File: src/design/local_interrupt_priority_unit_top_defines.svh
// Assertion helpers for the local interrupt priority unit
`ifndef LOCAL_INTERRUPT_PRIORITY_UNIT_TOP_DEFINES_SVH
`define LOCAL_INTERRUPT_PRIORITY_UNIT_TOP_DEFINES_SVH

// same-cycle implication, clocked on clk, off during reset
`define LIPU_ASSERT_IMP(lbl, ante, cons, msg) \
    lbl: assert property (@(posedge clk) disable iff (!rst_n) (ante) |-> (cons)) \
        else $error(msg);

// next-cycle implication, clocked on clk, off during reset
`define LIPU_ASSERT_NXT(lbl, ante, cons, msg) \
    lbl: assert property (@(posedge clk) disable iff (!rst_n) (ante) |=> (cons)) \
        else $error(msg);

`endif

File: src/design/lipu_pkg.sv
package lipu_pkg;

    localparam int NUM_VECTORS = 256;
    localparam int VIDX_W      = $clog2(NUM_VECTORS);
    localparam int TREE_SIZE   = 1 << VIDX_W;
    localparam int VEC_W       = 8;
    localparam int PRIO_W      = 8;
    localparam int FUNC_W      = 2;

    localparam logic [PRIO_W-1:0] CLASS_MASK = 8'hF0;

    typedef enum logic [FUNC_W-1:0] {
        FUNC_POST    = 2'd0,
        FUNC_ACK     = 2'd1,
        FUNC_EOI     = 2'd2,
        FUNC_SET_TPR = 2'd3
    } func_t;

    typedef logic [NUM_VECTORS-1:0] vec_map_t;

    typedef struct packed {
        func_t             func;
        logic [VEC_W-1:0]  vector;
        logic              level_trigger;
        logic [PRIO_W-1:0] task_priority;
    } lipu_req_t;

    typedef struct packed {
        logic             accepted;
        logic             delivered_valid;
        logic [VEC_W-1:0] delivered_vector;
        logic             retired_valid;
        logic             level_notify;
        logic [VEC_W-1:0] retired_vector;
    } lipu_exec_t;

    typedef struct packed {
        logic [PRIO_W-1:0] processor_priority;
        logic              deliverable_valid;
        logic [VEC_W-1:0]  deliverable_vector;
    } lipu_status_t;

    typedef struct packed {
        lipu_exec_t   exec;
        lipu_status_t status;
    } lipu_rsp_t;

    // processor priority from task priority and highest in-service vector
    function automatic logic [PRIO_W-1:0] calc_ppr(input logic [PRIO_W-1:0] tpr,
                                                  input logic [VEC_W-1:0]  isrv);
        logic [PRIO_W-1:0] isr_class;
        isr_class = isrv & CLASS_MASK;
        if ((tpr & CLASS_MASK) >= isr_class)
            return tpr;
        else
            return isr_class;
    endfunction

    function automatic logic is_deliverable(input logic              enabled,
                                            input logic              any,
                                            input logic [VEC_W-1:0]  top,
                                            input logic [PRIO_W-1:0] ppr);
        return enabled && any && ((top & CLASS_MASK) > ppr);
    endfunction

endpackage

File: src/design/lipu_if.sv
interface lipu_req_if;
    logic                       valid;
    logic                       ready;
    logic [lipu_pkg::FUNC_W-1:0] func;
    logic [lipu_pkg::VEC_W-1:0]  vector;
    logic                       level_trigger;
    logic [lipu_pkg::PRIO_W-1:0] task_priority;

    modport source (output valid, func, vector, level_trigger, task_priority, input ready);
    modport sink   (input valid, func, vector, level_trigger, task_priority, output ready);
endinterface

interface lipu_rsp_if;
    logic                       valid;
    logic                       ready;
    logic                       accepted;
    logic                       delivered_valid;
    logic [lipu_pkg::VEC_W-1:0]  delivered_vector;
    logic                       retired_valid;
    logic                       level_notify;
    logic [lipu_pkg::VEC_W-1:0]  retired_vector;
    logic [lipu_pkg::PRIO_W-1:0] processor_priority;
    logic                       deliverable_valid;
    logic [lipu_pkg::VEC_W-1:0]  deliverable_vector;

    modport source (output valid, accepted, delivered_valid, delivered_vector, retired_valid,
                    level_notify, retired_vector, processor_priority, deliverable_valid,
                    deliverable_vector, input ready);
    modport sink   (input valid, accepted, delivered_valid, delivered_vector, retired_valid,
                    level_notify, retired_vector, processor_priority, deliverable_valid,
                    deliverable_vector, output ready);
endinterface

interface lipu_cfg_if;
    logic valid;
    logic ready;
    logic unit_enabled;

    modport source (output valid, unit_enabled, input ready);
    modport sink   (input valid, unit_enabled, output ready);
endinterface

File: src/design/lipu_prio_enc.sv
module lipu_prio_enc (
    input  lipu_pkg::vec_map_t            map,
    output logic                          any,
    output logic [lipu_pkg::VIDX_W-1:0]   top
);
    import lipu_pkg::*;

    // binary tree: each node keeps "any set" and the highest set index below it
    logic [VIDX_W:0][TREE_SIZE-1:0]             any_tree;
    logic [VIDX_W:0][TREE_SIZE-1:0][VIDX_W-1:0] idx_tree;

    always_comb
    begin
        any_tree = '0;
        idx_tree = '0;
        for (int i = 0; i < NUM_VECTORS; i++)
        begin
            any_tree[0][i] = map[i];
        end
        for (int lvl = 1; lvl <= VIDX_W; lvl++)
        begin
            for (int n = 0; n < (TREE_SIZE >> lvl); n++)
            begin
                any_tree[lvl][n] = any_tree[lvl-1][2*n] | any_tree[lvl-1][2*n+1];
                if (any_tree[lvl-1][2*n+1])
                    idx_tree[lvl][n] = idx_tree[lvl-1][2*n+1] | (VIDX_W'(1) << (lvl - 1));
                else
                    idx_tree[lvl][n] = idx_tree[lvl-1][2*n];
            end
        end
    end

    assign any = any_tree[VIDX_W][0];
    assign top = idx_tree[VIDX_W][0];

endmodule

File: src/design/lipu_vec_maps.sv
module lipu_vec_maps (
    input  logic                   clk,
    input  logic                   rst_n,
    input  lipu_pkg::lipu_req_t    req,
    input  logic                   commit,
    input  logic                   unit_enabled,
    output lipu_pkg::lipu_exec_t   exec,
    output lipu_pkg::lipu_status_t status
);
    import lipu_pkg::*;

    vec_map_t          pend_reg, pend_next;
    vec_map_t          isr_reg,  isr_next;
    vec_map_t          lvl_reg,  lvl_next;
    logic [PRIO_W-1:0] tpr_reg,  tpr_next;

    logic              pend_any, isr_any;
    logic [VIDX_W-1:0] pend_top, isr_top;
    logic [VEC_W-1:0]  pend_top_vec, isr_top_vec;
    logic [PRIO_W-1:0] ppr_now;
    logic              dlv_ok;
    logic              post_in_range;
    logic [VIDX_W-1:0] post_idx;
    logic              was_pending;

    lipu_prio_enc u_pend_enc (
        .map (pend_reg),
        .any (pend_any),
        .top (pend_top)
    );

    lipu_prio_enc u_isr_enc (
        .map (isr_reg),
        .any (isr_any),
        .top (isr_top)
    );

    assign pend_top_vec = VEC_W'(pend_top);
    assign isr_top_vec  = VEC_W'(isr_top);

    // state as it stands: feeds this beat's operation and the previous beat's status
    assign ppr_now = calc_ppr(tpr_reg, isr_top_vec);
    assign dlv_ok  = is_deliverable(unit_enabled, pend_any, pend_top_vec, ppr_now);

    always_comb
    begin
        status.processor_priority = ppr_now;
        status.deliverable_valid  = dlv_ok;
        status.deliverable_vector = dlv_ok ? pend_top_vec : '0;
    end

    assign post_in_range = {1'b0, req.vector} < (VEC_W + 1)'(NUM_VECTORS);
    assign post_idx      = req.vector[VIDX_W-1:0];
    assign was_pending   = pend_reg[post_idx];

    always_comb
    begin
        pend_next = pend_reg;
        isr_next  = isr_reg;
        lvl_next  = lvl_reg;
        tpr_next  = tpr_reg;
        exec      = '0;
        case (req.func)
            FUNC_POST:
            begin
                if (unit_enabled && post_in_range)
                begin
                    pend_next[post_idx] = 1'b1;
                    // repeated level post is dropped
                    if (!(was_pending && req.level_trigger))
                    begin
                        lvl_next[post_idx] = req.level_trigger;
                        exec.accepted      = !was_pending;
                    end
                end
            end
            FUNC_ACK:
            begin
                if (dlv_ok)
                begin
                    isr_next[pend_top]    = 1'b1;
                    pend_next[pend_top]   = 1'b0;
                    exec.delivered_valid  = 1'b1;
                    exec.delivered_vector = pend_top_vec;
                end
            end
            FUNC_EOI:
            begin
                if (isr_any)
                begin
                    isr_next[isr_top]   = 1'b0;
                    lvl_next[isr_top]   = 1'b0;
                    exec.retired_valid  = 1'b1;
                    exec.retired_vector = isr_top_vec;
                    exec.level_notify   = lvl_reg[isr_top];
                end
            end
            FUNC_SET_TPR:
            begin
                tpr_next = req.task_priority;
            end
            default:
            begin
            end
        endcase
    end

    always_ff @(posedge clk or negedge rst_n)
    begin
        if (!rst_n)
        begin
            pend_reg <= '0;
            isr_reg  <= '0;
            lvl_reg  <= '0;
            tpr_reg  <= '0;
        end
        else if (commit)
        begin
            pend_reg <= pend_next;
            isr_reg  <= isr_next;
            lvl_reg  <= lvl_next;
            tpr_reg  <= tpr_next;
        end
    end

endmodule

File: src/design/local_interrupt_priority_unit_top.sv
// Channel | Role  | Beat carries
// --------+-------+--------------------------------------------------------------
// req     | sink  | func, vector, level_trigger, task_priority
// rsp     | source| accepted, delivered/retired/deliverable results, processor_priority
// cfg     | sink  | unit_enabled (always ready)
//
// One beat per cycle sustained while rsp is ready; a req beat passes the s0, s1
// and output registers to become an rsp beat. Pending/in-service priority encoders
// feed the operation; maps commit as a beat leaves s0; status is read as it exits s1.
// Reset clears the three 256-bit maps, task priority and enable at once (no sweep).
// A stalled rsp holds the pipe: maps change only when a beat moves past stage one.

`include "local_interrupt_priority_unit_top_defines.svh"

module local_interrupt_priority_unit_top (
    input  logic       clk,
    input  logic       rst_n,
    lipu_req_if.sink   req,
    lipu_rsp_if.source rsp,
    lipu_cfg_if.sink   cfg
);
    import lipu_pkg::*;

    logic         unit_enabled_reg;

    logic         s0_valid_reg, s0_valid_next;
    lipu_req_t    s0_req_reg;
    logic         s1_valid_reg, s1_valid_next;
    lipu_exec_t   s1_exec_reg;
    logic         out_valid_reg, out_valid_next;
    lipu_rsp_t    out_rsp_reg;

    logic         out_adv;
    logic         s1_load;
    logic         s0_load;
    logic         commit;
    lipu_req_t    req_beat;
    lipu_exec_t   exec;
    lipu_status_t status;

    assign out_adv = !out_valid_reg || rsp.ready;
    assign s1_load = !s1_valid_reg || out_adv;
    assign s0_load = !s0_valid_reg || s1_load;
    assign commit  = s0_valid_reg && s1_load;

    assign req.ready = s0_load;
    assign cfg.ready = 1'b1;

    always_comb
    begin
        req_beat.func          = func_t'(req.func);
        req_beat.vector        = req.vector;
        req_beat.level_trigger = req.level_trigger;
        req_beat.task_priority = req.task_priority;
    end

    lipu_vec_maps u_maps (
        .clk          (clk),
        .rst_n        (rst_n),
        .req          (s0_req_reg),
        .commit       (commit),
        .unit_enabled (unit_enabled_reg),
        .exec         (exec),
        .status       (status)
    );

    assign s0_valid_next  = s0_load ? req.valid : s0_valid_reg;
    assign s1_valid_next  = s1_load ? s0_valid_reg : s1_valid_reg;
    assign out_valid_next = out_adv ? s1_valid_reg : out_valid_reg;

    always_ff @(posedge clk or negedge rst_n)
    begin
        if (!rst_n)
        begin
            s0_valid_reg     <= 1'b0;
            s1_valid_reg     <= 1'b0;
            out_valid_reg    <= 1'b0;
            unit_enabled_reg <= 1'b0;
        end
        else
        begin
            s0_valid_reg  <= s0_valid_next;
            s1_valid_reg  <= s1_valid_next;
            out_valid_reg <= out_valid_next;
            if (cfg.valid && cfg.ready)
                unit_enabled_reg <= cfg.unit_enabled;
        end
    end

    always_ff @(posedge clk)
    begin
        if (s0_load && req.valid)
            s0_req_reg <= req_beat;
        if (commit)
            s1_exec_reg <= exec;
        // status seen here reflects the maps just after the stage-one beat committed
        if (out_adv && s1_valid_reg)
        begin
            out_rsp_reg.exec   <= s1_exec_reg;
            out_rsp_reg.status <= status;
        end
    end

    assign rsp.valid              = out_valid_reg;
    assign rsp.accepted           = out_rsp_reg.exec.accepted;
    assign rsp.delivered_valid    = out_rsp_reg.exec.delivered_valid;
    assign rsp.delivered_vector   = out_rsp_reg.exec.delivered_vector;
    assign rsp.retired_valid      = out_rsp_reg.exec.retired_valid;
    assign rsp.level_notify       = out_rsp_reg.exec.level_notify;
    assign rsp.retired_vector     = out_rsp_reg.exec.retired_vector;
    assign rsp.processor_priority = out_rsp_reg.status.processor_priority;
    assign rsp.deliverable_valid  = out_rsp_reg.status.deliverable_valid;
    assign rsp.deliverable_vector = out_rsp_reg.status.deliverable_vector;

    `LIPU_ASSERT_IMP(a_dlv_above_ppr, rsp.valid && rsp.deliverable_valid, (rsp.deliverable_vector & CLASS_MASK) > rsp.processor_priority, "deliverable vector not above processor priority")
    `LIPU_ASSERT_IMP(a_ack_raises_ppr, rsp.valid && rsp.delivered_valid, rsp.processor_priority >= (rsp.delivered_vector & CLASS_MASK), "processor priority below delivered class")
    `LIPU_ASSERT_IMP(a_notify_needs_retire, rsp.valid && rsp.level_notify, rsp.retired_valid && !rsp.delivered_valid, "level notify without retire")
    `LIPU_ASSERT_NXT(a_cfg_write, cfg.valid && cfg.ready, unit_enabled_reg == $past(cfg.unit_enabled), "enable write lost")

endmodule
File: src/flat_wrapper.sv
// flat-port wrapper written by rule: the top's interface ports become plain ports
module local_interrupt_priority_unit_top_flat import lipu_pkg::*;
  (clk, rst_n, req_valid, req_func, req_vector, req_level_trigger, req_task_priority, req_ready, rsp_valid, rsp_accepted, rsp_delivered_valid, rsp_delivered_vector, rsp_retired_valid, rsp_level_notify, rsp_retired_vector, rsp_processor_priority, rsp_deliverable_valid, rsp_deliverable_vector, rsp_ready, cfg_valid, cfg_unit_enabled, cfg_ready);
  lipu_req_if req_i ();
  lipu_rsp_if rsp_i ();
  lipu_cfg_if cfg_i ();
  input  logic clk;
  input  logic rst_n;
  input wire logic [$bits(req_i.valid)-1:0] req_valid;
  input wire logic [$bits(req_i.func)-1:0] req_func;
  input wire logic [$bits(req_i.vector)-1:0] req_vector;
  input wire logic [$bits(req_i.level_trigger)-1:0] req_level_trigger;
  input wire logic [$bits(req_i.task_priority)-1:0] req_task_priority;
  output wire logic [$bits(req_i.ready)-1:0] req_ready;
  output wire logic [$bits(rsp_i.valid)-1:0] rsp_valid;
  output wire logic [$bits(rsp_i.accepted)-1:0] rsp_accepted;
  output wire logic [$bits(rsp_i.delivered_valid)-1:0] rsp_delivered_valid;
  output wire logic [$bits(rsp_i.delivered_vector)-1:0] rsp_delivered_vector;
  output wire logic [$bits(rsp_i.retired_valid)-1:0] rsp_retired_valid;
  output wire logic [$bits(rsp_i.level_notify)-1:0] rsp_level_notify;
  output wire logic [$bits(rsp_i.retired_vector)-1:0] rsp_retired_vector;
  output wire logic [$bits(rsp_i.processor_priority)-1:0] rsp_processor_priority;
  output wire logic [$bits(rsp_i.deliverable_valid)-1:0] rsp_deliverable_valid;
  output wire logic [$bits(rsp_i.deliverable_vector)-1:0] rsp_deliverable_vector;
  input wire logic [$bits(rsp_i.ready)-1:0] rsp_ready;
  input wire logic [$bits(cfg_i.valid)-1:0] cfg_valid;
  input wire logic [$bits(cfg_i.unit_enabled)-1:0] cfg_unit_enabled;
  output wire logic [$bits(cfg_i.ready)-1:0] cfg_ready;
  assign req_i.valid = req_valid;
  assign req_i.func = req_func;
  assign req_i.vector = req_vector;
  assign req_i.level_trigger = req_level_trigger;
  assign req_i.task_priority = req_task_priority;
  assign req_ready = req_i.ready;
  assign rsp_valid = rsp_i.valid;
  assign rsp_accepted = rsp_i.accepted;
  assign rsp_delivered_valid = rsp_i.delivered_valid;
  assign rsp_delivered_vector = rsp_i.delivered_vector;
  assign rsp_retired_valid = rsp_i.retired_valid;
  assign rsp_level_notify = rsp_i.level_notify;
  assign rsp_retired_vector = rsp_i.retired_vector;
  assign rsp_processor_priority = rsp_i.processor_priority;
  assign rsp_deliverable_valid = rsp_i.deliverable_valid;
  assign rsp_deliverable_vector = rsp_i.deliverable_vector;
  assign rsp_i.ready = rsp_ready;
  assign cfg_i.valid = cfg_valid;
  assign cfg_i.unit_enabled = cfg_unit_enabled;
  assign cfg_ready = cfg_i.ready;
  local_interrupt_priority_unit_top u_core (.clk(clk), .rst_n(rst_n), .req(req_i), .rsp(rsp_i), .cfg(cfg_i));
endmodule
File: config.mk
export PLATFORM = sky130hd
export DESIGN_NAME = local_interrupt_priority_unit_top_flat
export DESIGN_NICKNAME = d
export VERILOG_FILES = /design/src/design/lipu_pkg.sv /design/src/design/lipu_if.sv /design/src/design/lipu_prio_enc.sv /design/src/design/lipu_vec_maps.sv /design/src/design/local_interrupt_priority_unit_top.sv /design/src/flat_wrapper.sv
export VERILOG_INCLUDE_DIRS = /design/src /design/src/design
export SDC_FILE = /design/constraint.sdc
export NUM_CORES = 2
export LEC_CHECK = 0
export BUFFER_PORTS_ARGS = -buffer_cell sky130_fd_sc_hd__buf_2
export CAP_MARGIN = 20
export CORE_MARGIN = 1.5
export CORE_UTILIZATION = 56
export DETAILED_ROUTE_END_ITERATION = 6
export HOLD_SLACK_MARGIN = 0.12
export PLACE_DENSITY_LB_ADDON = 0.08
export SETUP_SLACK_MARGIN = 0.2
export SYNTH_ARGS = -nofsm -noshare
export SYNTH_HDL_FRONTEND = slang
export SYNTH_SLANG_ARGS = --single-unit
File: constraint.sdc
create_clock -name clk -period 11.2 [get_ports clk]
set_input_delay 2.24 -clock clk [delete_from_list [all_inputs] [get_ports clk]]
set_output_delay 2.24 -clock clk [all_outputs]
set_load 0.03 [all_outputs]
## Yosys cells after proc, flatten, opt, wreduce, memory -nomap -nowiden

Index checks and enable logic that the tools add are counted.
Widths: inputs -> output; s select.

- Bitwise operators: 519
- $lt $le $gt $ge: 8
- Div/mod/pow operators: 0
- Mux-type cells: 534
- Shift-type cells: 0
- Add/sub/neg operators: 0
- Multipliers: 0
- Reductions and logical operators: 27
- Equality and inequality tests: 7

Operator list:

| operator | number |
|---|---|
| $mux 256 | 7 |
| $pmux 256 s2 | 3 |
| $mux 8 | 129 |
| $and 256x256->256 | 3 |
| $not 256->256 | 2 |
| $or 256x256->256 | 2 |
| $or 1x1->1 | 510 |
| $mux 1 | 261 |
| $bwmux 256 | 1 |
| $mux 7 | 32 |
| $mux 2 | 64 |
| $mux 6 | 16 |
| $mux 5 | 8 |
| $lt 8x9->1 const B | 3 |
| $demux 1 s8 | 3 |
| $ge 8x1->1 const B | 3 |
| $bmux 1 s8 | 2 |
| $mux 4 | 4 |
| $mux 10 | 1 |
| $logic_and 1x1->1 | 9 |
| $mux 9 | 1 |
| $ge 8x8->1 | 1 |
| $gt 8x8->1 | 1 |
| $reduce_and 4->1 | 2 |
| 13 further kinds | 27 |

- Memories: 0
- Memory bits (writable): 0
- Register bits: 856
- ROM bits: 0
- Output and inout port bits: 40
- Latch bits: 0

## Depth between registers and ports, before layout

- Depth in word-level cells: 16
- Gate-level depth with buffers: 31

## Cells and area by module

A second synthesis with hierarchy kept.

- Cells, all modules: 5,054
- Area, all modules: 47,026.4 um^2

By module, submodules not included:

| module | area each (um^2) | instances | cells each |
|---|---|---|---|
| lipu_vec_maps | 38,976.1 | 1 | 3,958 |
| lipu_prio_enc | 2,787.7 | 2 | 502 |
| local_interrupt_priority_unit_top | 2,474.9 | 1 | 92 |

## Worst setup path after synthesis

OpenSTA, ideal clock, no wires.

- Kind: reg2reg
- From: reg u_core.u_maps.isr_reg[241]
- To: reg u_core.u_maps.pend_reg[151]
- Clock period less this slack: 6,220 ps
- Data arrival time: 6,083 ps
- Path buffers: 4
- Library setup time: 137 ps
- Data required time: 11,063 ps
- Setup slack: 4,980 ps
- Cell stages (with the launch flop): 30
- Cells stage by stage: dfrtp_1 nor4_1 nand4_1 or4_4 buf_6 nor3_1 a21oi_1 a31oi_2 inv_1 ha_1 nand2b_1 a22oi_1 o21ai_0 a21oi_1 clkbuf_1 nor2_1 a21o_1 ha_1 nand4_1 o21ai_0 nor2_1 o21ai_1 nor3b_1 nand2_1 inv_2 nand2_2 buf_4 nor3_2 clkbuf_1 a21oi_1

- Word-level cells in the longest chain between the ends: 14
- Elaborated cells between the ends (all ways): 17
- Those cells by class: order compare (2); eq/ne (1); mux (5); bitwise (7); reduce/logical (2)

Ends and longest elaborated chain:

| item | line | RTL |
|---|---|---|
| start: declaration | lipu_vec_maps.sv:13 | `vec_map_t isr_reg, isr_next;` |
| start signal: assignment | lipu_vec_maps.sv:120 | `isr_reg <= isr_next;` |
| $or 1x1->1 * (4 in a row) | lipu_prio_enc.sv:24 | `any_tree[lvl][n] = any_tree[lvl-1][2*n] \| any_tree[lvl-1][2*n+1];` |
| $mux 5 or $or 1x1->1 (tied branches) | lipu_prio_enc.sv:25, lipu_prio_enc.sv:24 |  |
| $mux 6 or $or 1x1->1 (tied branches) | lipu_prio_enc.sv:25, lipu_prio_enc.sv:24 |  |
| $mux 7 or $or 1x1->1 (tied branches) | lipu_prio_enc.sv:25, lipu_prio_enc.sv:24 |  |
| $mux 8 * | lipu_prio_enc.sv:25 | `if (any_tree[lvl-1][2*n+1])` |
| via u_core.u_maps.isr_top[4] | lipu_vec_maps.sv:18 | `logic [VIDX_W-1:0] pend_top, isr_top;` |
| $ge 8x8->1 | lipu_pkg.sv:53 | `if ((tpr & CLASS_MASK) >= isr_class)` |
| $mux 8 * | lipu_pkg.sv:53 |  |
| $gt 8x8->1 * | lipu_pkg.sv:63 | `return enabled && any && ((top & CLASS_MASK) > ppr);` |
| $logic_and 1x1->1 * | lipu_pkg.sv:63 |  |
| $ne 2x2->1 (no source line) * | - |  |
| $reduce_and 4->1 (no source line) * | - |  |
| end signal: assignment | lipu_vec_maps.sv:119 | `pend_reg <= pend_next;` |
| end: declaration | lipu_vec_maps.sv:12 | `vec_map_t pend_reg, pend_next;` |

Mark *: on every way through the listed nets, which the timed path passes. The rest lies on a longest branch.
A chain may end at the register's enable or synchronous reset.

## Worst setup path in the final report

- From: reg u_core.u_maps.isr_reg[241]
- To: reg u_core.u_maps.isr_reg[89]

- Word-level cells in the longest chain between the ends: 16
- Elaborated cells between the ends (all ways): 32
- Those cells by class: order compare (4); eq/ne (2); mux (13); bitwise (10); reduce/logical (3)

Ends and longest elaborated chain:

| item | line |
|---|---|
| $or 1x1->1 * (4 in a row) | lipu_prio_enc.sv:24 |
| $mux 5 or $or 1x1->1 (tied branches) | lipu_prio_enc.sv:25, lipu_prio_enc.sv:24 |
| $mux 6 or $or 1x1->1 (tied branches) | lipu_prio_enc.sv:25, lipu_prio_enc.sv:24 |
| $mux 7 or $or 1x1->1 (tied branches) | lipu_prio_enc.sv:25, lipu_prio_enc.sv:24 |
| $mux 8 * | lipu_prio_enc.sv:25 |
| via u_core.u_maps.isr_top[4] | lipu_vec_maps.sv:18 |
| branches (longest 8 deep; another with $ge 8x8->1) | - |

Mark *: on every way through the listed nets, which the timed path passes. The select of a mux whose other input is x is not followed.

==> summary.txt <==
Final Hold Viols - 0
vias in the first global route - 41.7k
setup repair after global routing missed its margin - false
Comb pwr share - 32.1%
Yosys top cell by area - dfrtp_1
Synth Net Count - 4935
Final WS setup - 2.33 ns
initial DRC count - 7712
synth warn - 0
leakage - 0.0210 uW
initial antenna violation count - 2
Die Wd - 288 um
Post-Synthesis Cells - 4904
clock skew - 0.0376 ns
area share of the largest cell type after synthesis - 42.9%
Root Buffer - clkbuf_16
Synth area leaders - dfrtp_1 43%, a21oi_1 11%, o21ai_0 6.8%
Worst EP arrival - 9.45 ns
Crit Reg-Reg Startpoint - u_core.u_maps.isr_reg[241]
relative slew slack - 16.1%
hold crit path type - flip-flop to flip-flop
Seq/Total Area, Yosys - 47.9%
CP peak stage delay - 1.00 ns
largest net degree at the start of global routing - 174
Overflow after GRT - 0
minimum clock period - 8.87 ns
first-pass GRT wire length - 273000 um
top cells by count, synth - 1006 x a21oi_1, 780 x dfrtp_1, 616 x o21ai_0
gpl congestion - 1.04
vias after detailed routing - 44.6k
peak supply drop - 176 uV
top-count cell post-synth - a21oi_1
number of synthesized flops with an enable pin - 76
Slowest-stage cell, CP - nor3_2
Antenna Nets Post-Route - 0
post-synth cell types - 97
Worst path most repeated cell - a21oi_1
H-tree levels - 3
CTS Buf Count - 93
Layout Nets - 4902
worst reg2reg endpoint - u_core.u_maps.isr_reg[89]
Ports - 65
Async SR Flop Fraction - 91.1%
Longest Clk Path Bufs - 3
Fmax - 113 MHz
# setup viols final - 0
Core Box Area - 0.0805 mm^2
Setup crit start kind - flip-flop
layout cell share with drive strength beyond 1 - 12.7%
die footprint - 0.0830 mm^2
Post-DP HPWL - 117000 um
Slew @ Worst Pin - 1.26 ns
Pre-Repair DR Iteration Count - 7
worst r2r path cells - 27
sw frac - 39.9%
TNS Setup - 0 ns
Port Buffer Count - 63
Max FO, Critical Path - 19
clock sinks - 856
NetSw - 3900 uW
wire length per cell - 31.2 um
vias per std cell - 7.42
global-route usage over all layers - 44.5%
min-delay src - u_core.s1_exec_reg[9]
Initial Util - 56.5%
Slew Viols, Final - 0
cts hold-fix bufs - 0
worst skew pair latency - 0.69 ns
Pwr Density - 193 mW/mm^2
fin crit share - 79.2%
Die Span Y - 288 um
internal power - 5870 uW
CTS tree - done
Hold Path Sink - u_core.rsp.retired_valid
syn avg cell area - 9.28 um^2
Post-CTS Setup Inserts - 0
status - finished with violations
post-place setup slack - 2.73 ns
hold depth - 0
mapped cell area - 0.0455 mm^2
Max-Cap Viols - 0
required time worst endpoint - 11.78 ns
Sequential Power Share - 34.4%
Reg clk slew, reported paths - 0.06 ns
Post-CTS Resized - 0
Site Rows - 104
ys flop type - dfrtp_1
clock share of power - 33.4%
register bit total from synthesis - 856
Worst Hold Slack - 0.414 ns
drt total wl - 187000 um
WS Path Type - flip-flop to flip-flop
flop-to-flop setup slack - 2.33 ns
CP endpoint kind - flip-flop
DRC - 6
violated checks - design-rule violations
Layout area overhead - 11.0%
cell usage in the layout (no fill, tap or decap), types with 14 or more instances in the layout:
cell and instances:
nand3_1 59, nor3_2 34, o211ai_1 26, a31oi_1 20, and3_1 23, o2111ai_1 14, inv_1 108, o21bai_1 29
nor4_2 14, clkinv_2 17, nor2_1 274, mux2i_1 91, a22oi_1 261, nand2b_1 34, buf_4 151, nand4_1 37
o21ai_0 616, a211oi_1 30, a21oi_1 1006, edfxtp_1 76, and2_1 20, nand2_1 207, nand2_2 15, clkbuf_1 14
nor2_2 30, o22ai_1 21, dfrtp_1 780, mux4_2 82, nor4_1 128, o31ai_1 35, nor3_1 66, mux2_2 17
buf_2 62, nor2b_1 51, or4_1 31, clkbuf_16 94, o21ai_1 103
through the flow:
step	utilization (%)	std cells	total power [uW]	cell area (um^2)
after floorplan	-	4904	4990	45500
after global placement	58.5	5817	6340	47100
after detailed placement	58.6	5822	6360	47200
after CTS	62.5	5995	9580	50400
after global routing	62.7	6009	9930	50500
final	62.7	6010	9770	50500
worst max path at each step:
stage,startpoint,slack (ns),endpoint,cells past startpoint
final,u_core.u_maps.isr_reg[241],2.33,u_core.u_maps.isr_reg[89],27
after global routing,u_core.u_maps.isr_reg[185],1.81,u_core.u_maps.isr_reg[94],27
after CTS,u_core.u_maps.isr_reg[229],2.63,u_core.u_maps.pend_reg[47],26
after detailed placement,u_core.u_maps.isr_reg[229],2.73,u_core.u_maps.pend_reg[47],26
after global placement,u_core.u_maps.isr_reg[241],2.89,u_core.u_maps.isr_reg[249],27
after floorplan,u_core.u_maps.isr_reg[241],4.98,u_core.u_maps.pend_reg[151],29
area by class of cell:
type	instances	area [um^2]
diodes	1	2.50
clock buffers	120	2570
clock inverters	53	632
fillers	6860	30000
inverters	111	417
multi-input cells	3583	22100
flip-flops and latches	856	21800
well taps	1060	1330
repair buffers	226	1680
critical path, delay by kind of cell (launching register included):
| family | cells | cell delay (ns) |
|---|---|---|
| AO/OA/AOI/OAI | 11 | 2.44 |
| adder cells (fa/ha/maj) | 2 | 0.56 |
| buffers and inverters | 3 | 0.97 |
| flip-flops | 1 | 0.40 |
| AND/OR/NAND/NOR | 11 | 4.37 |
power by group through the flow:
stage | Clock (uW) | Sequential [uW] | Combinational [uW]
finish | 3270 | 3360 | 3140
global route | 3390 | 3370 | 3170
CTS | 3270 | 3360 | 2960
detailed placement | 0 | 3410 | 2940
global placement | 0 | 3410 | 2930
floorplan | 0 | 3420 | 1570
cells by family (layout without fill, tap and decap cells):
| kind of cell | Yosys count | after routing | synth area share, % |
|---|---|---|---|
| AND/OR/NAND/NOR | 1097 | 1097 | 12.5 |
| multiplexers | 190 | 190 | 6.48 |
| buffers and inverters | 465 | 510 | 4.37 |
| adder cells (fa/ha/maj) | 6 | 6 | 0.165 |
| other | 1 | 2 | 0.00824 |
| AO/OA/AOI/OAI | 2289 | 2289 | 28.6 |
| flip-flops | 856 | 856 | 47.9 |
routing by layer:
metal	vias up	wire length (um)	GRT usage, %
met5	-	0	0
met4	0	14100	28.5
li1	18400	-	-
met3	860	26700	13.7
met1	21600	68600	59.4
met2	3718	78000	62.9
No activity file was read; power rests on OpenSTA's default activity.
